==> src/hdl/sbt_pkg.sv <==
package sbt_pkg;

    // Result token kinds
    localparam logic [3:0] K_BYTE    = 4'd0;
    localparam logic [3:0] K_NUMBER  = 4'd1;
    localparam logic [3:0] K_SYMBOL  = 4'd2;
    localparam logic [3:0] K_LPAR    = 4'd3;
    localparam logic [3:0] K_RPAR    = 4'd4;
    localparam logic [3:0] K_DOT     = 4'd5;
    localparam logic [3:0] K_QUOTE   = 4'd6;
    localparam logic [3:0] K_QUASI   = 4'd7;
    localparam logic [3:0] K_UNQUOTE = 4'd8;
    localparam logic [3:0] K_SYM     = 4'd9;
    localparam logic [3:0] K_NUM     = 4'd10;
    localparam logic [3:0] K_ATM     = 4'd11;
    localparam logic [3:0] K_EXP     = 4'd12;
    localparam logic [3:0] K_HOT     = 4'd13;
    localparam logic [3:0] K_EOF     = 4'd14;
    localparam logic [3:0] K_NONE    = 4'd15;

    localparam int MAX_ATOM_LEN_DEFAULT = 255;

    // Character codes
    localparam logic [7:0] CH_LPAR   = 8'h28;
    localparam logic [7:0] CH_RPAR   = 8'h29;
    localparam logic [7:0] CH_DOT    = 8'h2E;
    localparam logic [7:0] CH_QUOTE  = 8'h27;
    localparam logic [7:0] CH_BTICK  = 8'h60;
    localparam logic [7:0] CH_COMMA  = 8'h2C;
    localparam logic [7:0] CH_DOLLAR = 8'h24;
    localparam logic [7:0] CH_PCT    = 8'h25;
    localparam logic [7:0] CH_AT     = 8'h40;
    localparam logic [7:0] CH_QMARK  = 8'h3F;
    localparam logic [7:0] CH_BANG   = 8'h21;
    localparam logic [7:0] CH_MINUS  = 8'h2D;
    localparam logic [7:0] CH_ZERO   = 8'h30;
    localparam logic [7:0] CH_NINE   = 8'h39;
    localparam logic [7:0] CH_SPACE  = 8'h20;
    localparam logic [7:0] CH_TAB    = 8'h09;
    localparam logic [7:0] CH_CR     = 8'h0D;

    typedef struct packed {
        logic [3:0] kind;
        logic [7:0] value;
        logic       last;
    } sbt_result_t;

    function automatic logic is_space(input logic [7:0] c);
        return (c == CH_SPACE) || ((c >= CH_TAB) && (c <= CH_CR));
    endfunction

    function automatic logic is_digit(input logic [7:0] c);
        return (c >= CH_ZERO) && (c <= CH_NINE);
    endfunction

    // Kind of a byte that stands alone outside an atom, K_NONE otherwise.
    function automatic logic [3:0] single_kind(input logic [7:0] c);
        logic [3:0] k;
        case (c)
            CH_LPAR:   k = K_LPAR;
            CH_RPAR:   k = K_RPAR;
            CH_DOT:    k = K_DOT;
            CH_QUOTE:  k = K_QUOTE;
            CH_BTICK:  k = K_QUASI;
            CH_COMMA:  k = K_UNQUOTE;
            CH_DOLLAR: k = K_SYM;
            CH_PCT:    k = K_NUM;
            CH_AT:     k = K_ATM;
            CH_QMARK:  k = K_EXP;
            CH_BANG:   k = K_HOT;
            default:   k = K_NONE;
        endcase
        return k;
    endfunction

    // Kind of a byte that closes an atom and then gives its own token.
    function automatic logic [3:0] term_kind(input logic [7:0] c);
        logic [3:0] k;
        case (c)
            CH_LPAR:  k = K_LPAR;
            CH_RPAR:  k = K_RPAR;
            CH_QUOTE: k = K_QUOTE;
            CH_BTICK: k = K_QUASI;
            CH_COMMA: k = K_UNQUOTE;
            default:  k = K_NONE;
        endcase
        return k;
    endfunction

endpackage

==> src/hdl/sexpr_byte_tokenizer_top.sv <==
// Channel  | Direction | tdata (low bit up) | tuser (low bit up) | tlast
// s_       | in        | ch[7:0]            | at_end[0]          | -
// m_       | out       | value[7:0]         | kind[3:0]          | last
//
// One byte transaction is taken per cycle; the tokenizer state is updated in the
// same cycle and the tokens it causes, none, one or two, are written to a four-entry
// result queue, which issues one token per cycle while m_tready is high. An
// input that gives two tokens issues them one after the other. s_tready is low
// while the queue holds over two entries: a stalled output backs up the input.
// Reset (aresetn low at a clock edge) empties the queue and leaves no atom open.
module sexpr_byte_tokenizer_top #(
    parameter int MAX_ATOM_LEN = sbt_pkg::MAX_ATOM_LEN_DEFAULT
) (
    input  logic       aclk,
    input  logic       aresetn,
    input  logic       s_tvalid,
    output logic       s_tready,
    input  logic [7:0] s_tdata,   // ch[7:0]
    input  logic [0:0] s_tuser,   // at_end[0]
    output logic       m_tvalid,
    input  logic       m_tready,
    output logic [7:0] m_tdata,   // value[7:0]
    output logic [3:0] m_tuser,   // kind[3:0]
    output logic       m_tlast
);
    import sbt_pkg::*;

    // The atom length counter only needs to reach the cap.
    localparam int LEN_W   = $clog2(MAX_ATOM_LEN + 1);
    localparam int DEPTH   = 4;
    localparam int PTR_W   = $clog2(DEPTH);
    localparam int CNT_W   = $clog2(DEPTH + 1);
    localparam logic [LEN_W:0] LEN_CAP = (LEN_W + 1)'(MAX_ATOM_LEN);

    // Tokenizer state
    logic             in_atom_reg, in_atom_next;
    logic [LEN_W-1:0] len_reg, len_next;
    logic             fdig_reg, fdig_next;
    logic             fmin_reg, fmin_next;
    logic             sdig_reg, sdig_next;

    // Result queue
    sbt_result_t      q_mem [DEPTH];
    logic [PTR_W-1:0] wr_ptr_reg, rd_ptr_reg;
    logic [CNT_W-1:0] count_reg;

    logic        accept, pop;
    logic [7:0]  ch;
    logic        at_end;
    sbt_result_t res0, res1;
    logic [1:0]  push_n;

    logic [3:0]   s_kind, t_kind;
    logic [LEN_W:0] len_inc;
    logic         fdig_upd, fmin_upd, sdig_upd;
    logic         num_now, num_upd;

    assign ch     = s_tdata;
    assign at_end = s_tuser[0];
    assign accept = s_tvalid && s_tready;
    assign pop    = m_tvalid && m_tready;

    // Room for the worst case of two tokens, whatever the byte turns out to be.
    assign s_tready = (count_reg <= CNT_W'(DEPTH - 2));

    assign s_kind  = single_kind(ch);
    assign t_kind  = term_kind(ch);
    assign len_inc = {1'b0, len_reg} + (LEN_W + 1)'(1);

    // Flags as they stand after this byte is taken into the atom.
    assign fdig_upd = (len_reg == '0) ? is_digit(ch) : fdig_reg;
    assign fmin_upd = (len_reg == '0) ? (ch == CH_MINUS) : fmin_reg;
    assign sdig_upd = (len_reg == LEN_W'(1)) ? is_digit(ch) : sdig_reg;
    assign num_now  = fdig_reg || (fmin_reg && sdig_reg);
    assign num_upd  = fdig_upd || (fmin_upd && sdig_upd);

    always_comb begin
        logic take;
        take         = 1'b0;
        in_atom_next = in_atom_reg;
        len_next     = len_reg;
        fdig_next    = fdig_reg;
        fmin_next    = fmin_reg;
        sdig_next    = sdig_reg;
        res0         = '{kind: K_NONE, value: 8'd0, last: 1'b0};
        res1         = '{kind: K_NONE, value: 8'd0, last: 1'b0};
        push_n       = 2'd0;

        if (at_end) begin
            if (in_atom_reg) begin
                res0.kind  = num_now ? K_NUMBER : K_SYMBOL;
                res0.value = 8'(len_reg);
                res1.kind  = K_EOF;
                push_n     = 2'd2;
            end else begin
                res0.kind = K_EOF;
                push_n    = 2'd1;
            end
            in_atom_next = 1'b0;
            len_next     = '0;
            fdig_next    = 1'b0;
            fmin_next    = 1'b0;
            sdig_next    = 1'b0;
        end else if (in_atom_reg) begin
            if (is_space(ch) || (t_kind != K_NONE)) begin
                res0.kind    = num_now ? K_NUMBER : K_SYMBOL;
                res0.value   = 8'(len_reg);
                res1.kind    = t_kind;
                push_n       = (t_kind != K_NONE) ? 2'd2 : 2'd1;
                in_atom_next = 1'b0;
                len_next     = '0;
                fdig_next    = 1'b0;
                fmin_next    = 1'b0;
                sdig_next    = 1'b0;
            end else begin
                take = 1'b1;
            end
        end else if (!is_space(ch)) begin
            if (s_kind != K_NONE) begin
                res0.kind = s_kind;
                push_n    = 2'd1;
            end else begin
                take = 1'b1;
            end
        end

        if (take) begin
            res0.kind  = K_BYTE;
            res0.value = ch;
            if (len_inc >= LEN_CAP) begin
                // The capping byte closes the atom straight away.
                res1.kind    = num_upd ? K_NUMBER : K_SYMBOL;
                res1.value   = 8'(len_inc);
                push_n       = 2'd2;
                in_atom_next = 1'b0;
                len_next     = '0;
                fdig_next    = 1'b0;
                fmin_next    = 1'b0;
                sdig_next    = 1'b0;
            end else begin
                push_n       = 2'd1;
                in_atom_next = 1'b1;
                len_next     = len_inc[LEN_W-1:0];
                fdig_next    = fdig_upd;
                fmin_next    = fmin_upd;
                sdig_next    = sdig_upd;
            end
        end

        if (push_n == 2'd2) begin
            res1.last = 1'b1;
        end else begin
            res0.last = 1'b1;
        end
    end

    always_ff @(posedge aclk) begin
        if (!aresetn) begin
            in_atom_reg <= 1'b0;
            len_reg     <= '0;
            fdig_reg    <= 1'b0;
            fmin_reg    <= 1'b0;
            sdig_reg    <= 1'b0;
        end else if (accept) begin
            in_atom_reg <= in_atom_next;
            len_reg     <= len_next;
            fdig_reg    <= fdig_next;
            fmin_reg    <= fmin_next;
            sdig_reg    <= sdig_next;
        end
    end

    // Queue payload carries no reset.
    always_ff @(posedge aclk) begin
        if (accept && (push_n != 2'd0)) begin
            q_mem[wr_ptr_reg] <= res0;
        end
        if (accept && (push_n == 2'd2)) begin
            q_mem[wr_ptr_reg + PTR_W'(1)] <= res1;
        end
    end

    always_ff @(posedge aclk) begin
        if (!aresetn) begin
            wr_ptr_reg <= '0;
            rd_ptr_reg <= '0;
            count_reg  <= '0;
        end else begin
            if (accept) begin
                wr_ptr_reg <= wr_ptr_reg + PTR_W'(push_n);
            end
            if (pop) begin
                rd_ptr_reg <= rd_ptr_reg + PTR_W'(1);
            end
            count_reg <= count_reg + (accept ? CNT_W'(push_n) : CNT_W'(0))
                       - (pop ? CNT_W'(1) : CNT_W'(0));
        end
    end

    assign m_tvalid = (count_reg != '0);
    assign m_tdata  = q_mem[rd_ptr_reg].value;
    assign m_tuser  = q_mem[rd_ptr_reg].kind;
    assign m_tlast  = q_mem[rd_ptr_reg].last;

    // The queue never overflows.
    a_no_overflow: assert property (@(posedge aclk) disable iff (!aresetn)
        count_reg <= CNT_W'(DEPTH))
        else $error("result queue overflow");

    // Outside an atom the length and flags are clear.
    a_idle_clean: assert property (@(posedge aclk) disable iff (!aresetn)
        !in_atom_reg |-> (len_reg == '0) && !fdig_reg && !fmin_reg && !sdig_reg)
        else $error("atom state not clear outside an atom");

    // An open atom stays below the length cap.
    a_len_cap: assert property (@(posedge aclk) disable iff (!aresetn)
        in_atom_reg |-> ({1'b0, len_reg} < LEN_CAP) && (len_reg != '0))
        else $error("atom length out of range");

    // End of input always leaves the tokenizer outside an atom.
    a_end_closes: assert property (@(posedge aclk) disable iff (!aresetn)
        (accept && at_end) |=> !in_atom_reg)
        else $error("atom still open after end of input");

endmodule
==> config.mk <==
export PLATFORM = sky130hd
export DESIGN_NAME = sexpr_byte_tokenizer_top
export DESIGN_NICKNAME = d
export VERILOG_FILES = /design/src/hdl/sbt_pkg.sv /design/src/hdl/sexpr_byte_tokenizer_top.sv
export SDC_FILE = /design/constraint.sdc
export NUM_CORES = 1
export LEC_CHECK = 0
export BUFFER_PORTS_ARGS = -buffer_cell sky130_fd_sc_hd__buf_2
export CAP_MARGIN = 20
export CORE_UTILIZATION = 35
export DETAILED_ROUTE_END_ITERATION = 10
export MAX_ROUTING_LAYER = met4
export PLACE_DENSITY = 0.6
export SYNTH_ARGS = -nofsm -noshare
export SYNTH_HDL_FRONTEND = slang
export SYNTH_SLANG_ARGS = --single-unit
==> constraint.sdc <==
create_clock -name aclk -period 3.56 [get_ports aclk]
set_clock_uncertainty 0.1 [all_clocks]
set_input_delay 0.712 -clock aclk [delete_from_list [all_inputs] [get_ports aclk]]
set_output_delay 0.712 -clock aclk [all_outputs]
set_load 0.02 [all_outputs]
==> metrics.txt <==
slowest cell delay on critical path 0.56 ns; Lkg Pwr 2.02 nW; WP buf/inv 4; placed cells 594; Routed Antenna Nets 0; crit-path leading delay family simple AND/OR/NAND/NOR gates; grt total ovfl 0; placed cell area 4900 um2; post-DR vias/cell 5.47; Post-Route WL 10400 um; Initial Utilization 35.8%; Die Area 12700 um2; fin. max-slew vios 0; Netlist cell types 62; 1st-pass router iterations 4; outcome finished clean; clk_lat worst skew 0.34 ns; via count 3342; Slew @ Worst Pin 0.667 ns; clock sink count 73; H-tree levels 3; initial antenna violation count 0; core region area 12000 um2; ANT cells 0; DRT iter0 DRCs 205; Primary FF master, synth edfxtp_1; fraction of registers with async set/reset 0%; post-DR wirelength/cell 17.0 um; final core utilization 43.5%; Max clock buf depth 2; max reg flops 52; clock buffer count from CTS 9; final setup TNS 0 ns; non-filler cells, final 611; number of global-route vias before repair 3279; CP Class in2reg; Area Growth Syn to Fin 21.2%; Final Cell Area 5200 um2; Placement Rows 40; final setup fails 0; Max-Cap Viols 0; Residual DRC 0; clock root buffer clkbuf_16; Pwr Density 530 nW/um2; maximum VDD drop 0.177 mV; first-pass GRT wire length 16700 um; Total Power 2.76 mW; Die H 113 um; crit share post-route 95.4%; CTS Hold Bufs 0; I/O pin cnt 28; largest net degree at the start of global routing 16; Post-synth EDFFs 52; Slew HR 55.4%; Fmax 294 MHz; Worst Hold Class reg2reg; die width 113 um; Net count, final 481; GRT Total Usage 17.6%; final hold viol count 0; TritonCTS clock tree yes; clk slew on worst S/H paths 0.06 ns; Worst Hold Slack 0.383 ns; worst-path maximum fanout 5; min Tclk post-route 3.40 ns; Data arrival, critical path 3.53 ns; post-DP HPWL 7620 um; Seq/Total Area, Yosys 46.2%; worst slack, placed -0.239 ns; crit start category input port; Placer Congestion 0.907; RSZ-0062 raised after global routing false; share of layout cells above drive strength 1 28.0%; total number of yosys warnings 0; Synth Register Bits 73; worst path required time 3.69 ns; Worst setup EP type flop; Mapped Cells 390; CP max stage cell or4_4; syn_area_per_cell 11.0 um2; setup ws final 0.162 ns; syn_nets 412; Port Buffers 27; CP Cell Sequence buf_2 > buf_4 > nand2b_1 > or4_4 > o31ai_4 > a21oi_4 > o21a_1 > a21oi_2 > nand2_1 > ha_1 > inv_1 > ha_1 > inv_1 > fa_2 > xor2_1 > xnor2_1 > and2_1; Post-Syn Area 4290 um2
## worst paths after layout
check / from / to / slack [ns] / cells past startpoint
hold reg to reg: fmin_reg$_SDFFE_PN0P_ / fmin_reg$_SDFFE_PN0P_ / 0.38 / 2
hold / removal: fmin_reg$_SDFFE_PN0P_ / fmin_reg$_SDFFE_PN0P_ / 0.38 / 2
setup / recovery: s_tdata[2] / count_reg[2]$_SDFF_PN0_ / 0.16 / 17
setup reg to reg: len_reg[1]$_SDFFE_PN0P_ / count_reg[2]$_SDFF_PN0_ / 0.24 / 16
## kinds of logic (layout without fill, tap and decap cells)
family          Yosys count  count (layout)  synth area share, %
simple gates            124             124                 15.6
compound gates          110             110                 18.5
flops                    73              73                 46.2
mux                      34              34                 11.7
buf+inv                  32             106                 3.50
fa+ha+maj                 9               9                 2.80
xor+xnor                  8               8                 1.63
## metal layers
layer  vias up  share of wire, %  GRT usage, %
met3        21               3.7          3.19
met4         0               2.6          8.71
met5         -                 0             -
met1      1626                44          20.9
met2        66                50          28.9
li1       1629                 -             -
## worst reg2reg max path, stage by stage, from the launching register on
cell and delay, ns:
dfxtp_1 0.47, inv_1 0.10, ha_1 0.31, o211ai_1 0.17
a311o_1 0.31, a21oi_4 0.08, o21a_1 0.20, a21oi_2 0.13
nand2_1 0.07, ha_1 0.30, inv_1 0.05, ha_1 0.13
inv_1 0.05, fa_2 0.32, xor2_1 0.15, xnor2_1 0.12
and2_1 0.15
## synth_stat cells, types with 5 or more instances
cell / count / area share, %
edfxtp_1: 52 / 36
nand2_1: 34 / 3.0
a21oi_1: 31 / 3.6
nor2_1: 22 / 1.9
dfxtp_1: 21 / 9.8
mux2i_1: 21 / 4.9
o21ai_0: 19 / 2.2
mux4_2: 13 / 6.8
a22oi_1: 10 / 1.8
inv_1: 10 / 0.88
and2_1: 9 / 1.3
buf_2: 9 / 1.1
ha_1: 8 / 2.3
nand2b_1: 8 / 1.2
nand3_1: 8 / 0.93
clkbuf_1: 7 / 0.61
nor2b_1: 7 / 1.0
nor3_1: 7 / 0.82
a22o_1: 5 / 1.0
buf_4: 5 / 0.88
xnor2_1: 5 / 1.0
## layout make-up
cell class / instances / area (um2)
timing repair buffer: 80 / 537
multi-input combinational: 285 / 2170
inverter: 10 / 37.5
tap: 147 / 184
sequential: 73 / 1980
clock inverter: 7 / 60.1
clock buffer: 9 / 225
fill: 1141 / 6760
## where the power goes
| group | internal [mW] | switching (mW) | total [mW] |
|---|---|---|---|
| clock network | 0.484 | 0.393 | 0.877 |
| registers | 1.03 | 0.0545 | 1.08 |
| logic | 0.355 | 0.445 | 0.800 |
## repair_timing
item	in CTS	in global routing
setup buffers	0	0
setup endpoints to repair	0	1
resized for setup	0	1
hold endpoints to repair	0	0
## layout by cell type, fill, tap and decap left out, types with 6 or more instances in the layout
cell       netlist  final
buf_4            5     52
edfxtp_1        52     52
nand2_1         34     34
a21oi_1         31     30
buf_2            9     27
nor2_1          22     22
mux2i_1         21     21
dfxtp_1         21     20
o21ai_0         19     19
mux4_2          13     13
inv_1           10     10
a22oi_1         10     10
and2_1           9      9
clkbuf_16        0      9
nand2b_1         8      8
nand3_1          8      8
ha_1             8      8
nor2b_1          7      7
nor3_1           7      6
(Power assumes the default switching activity.)
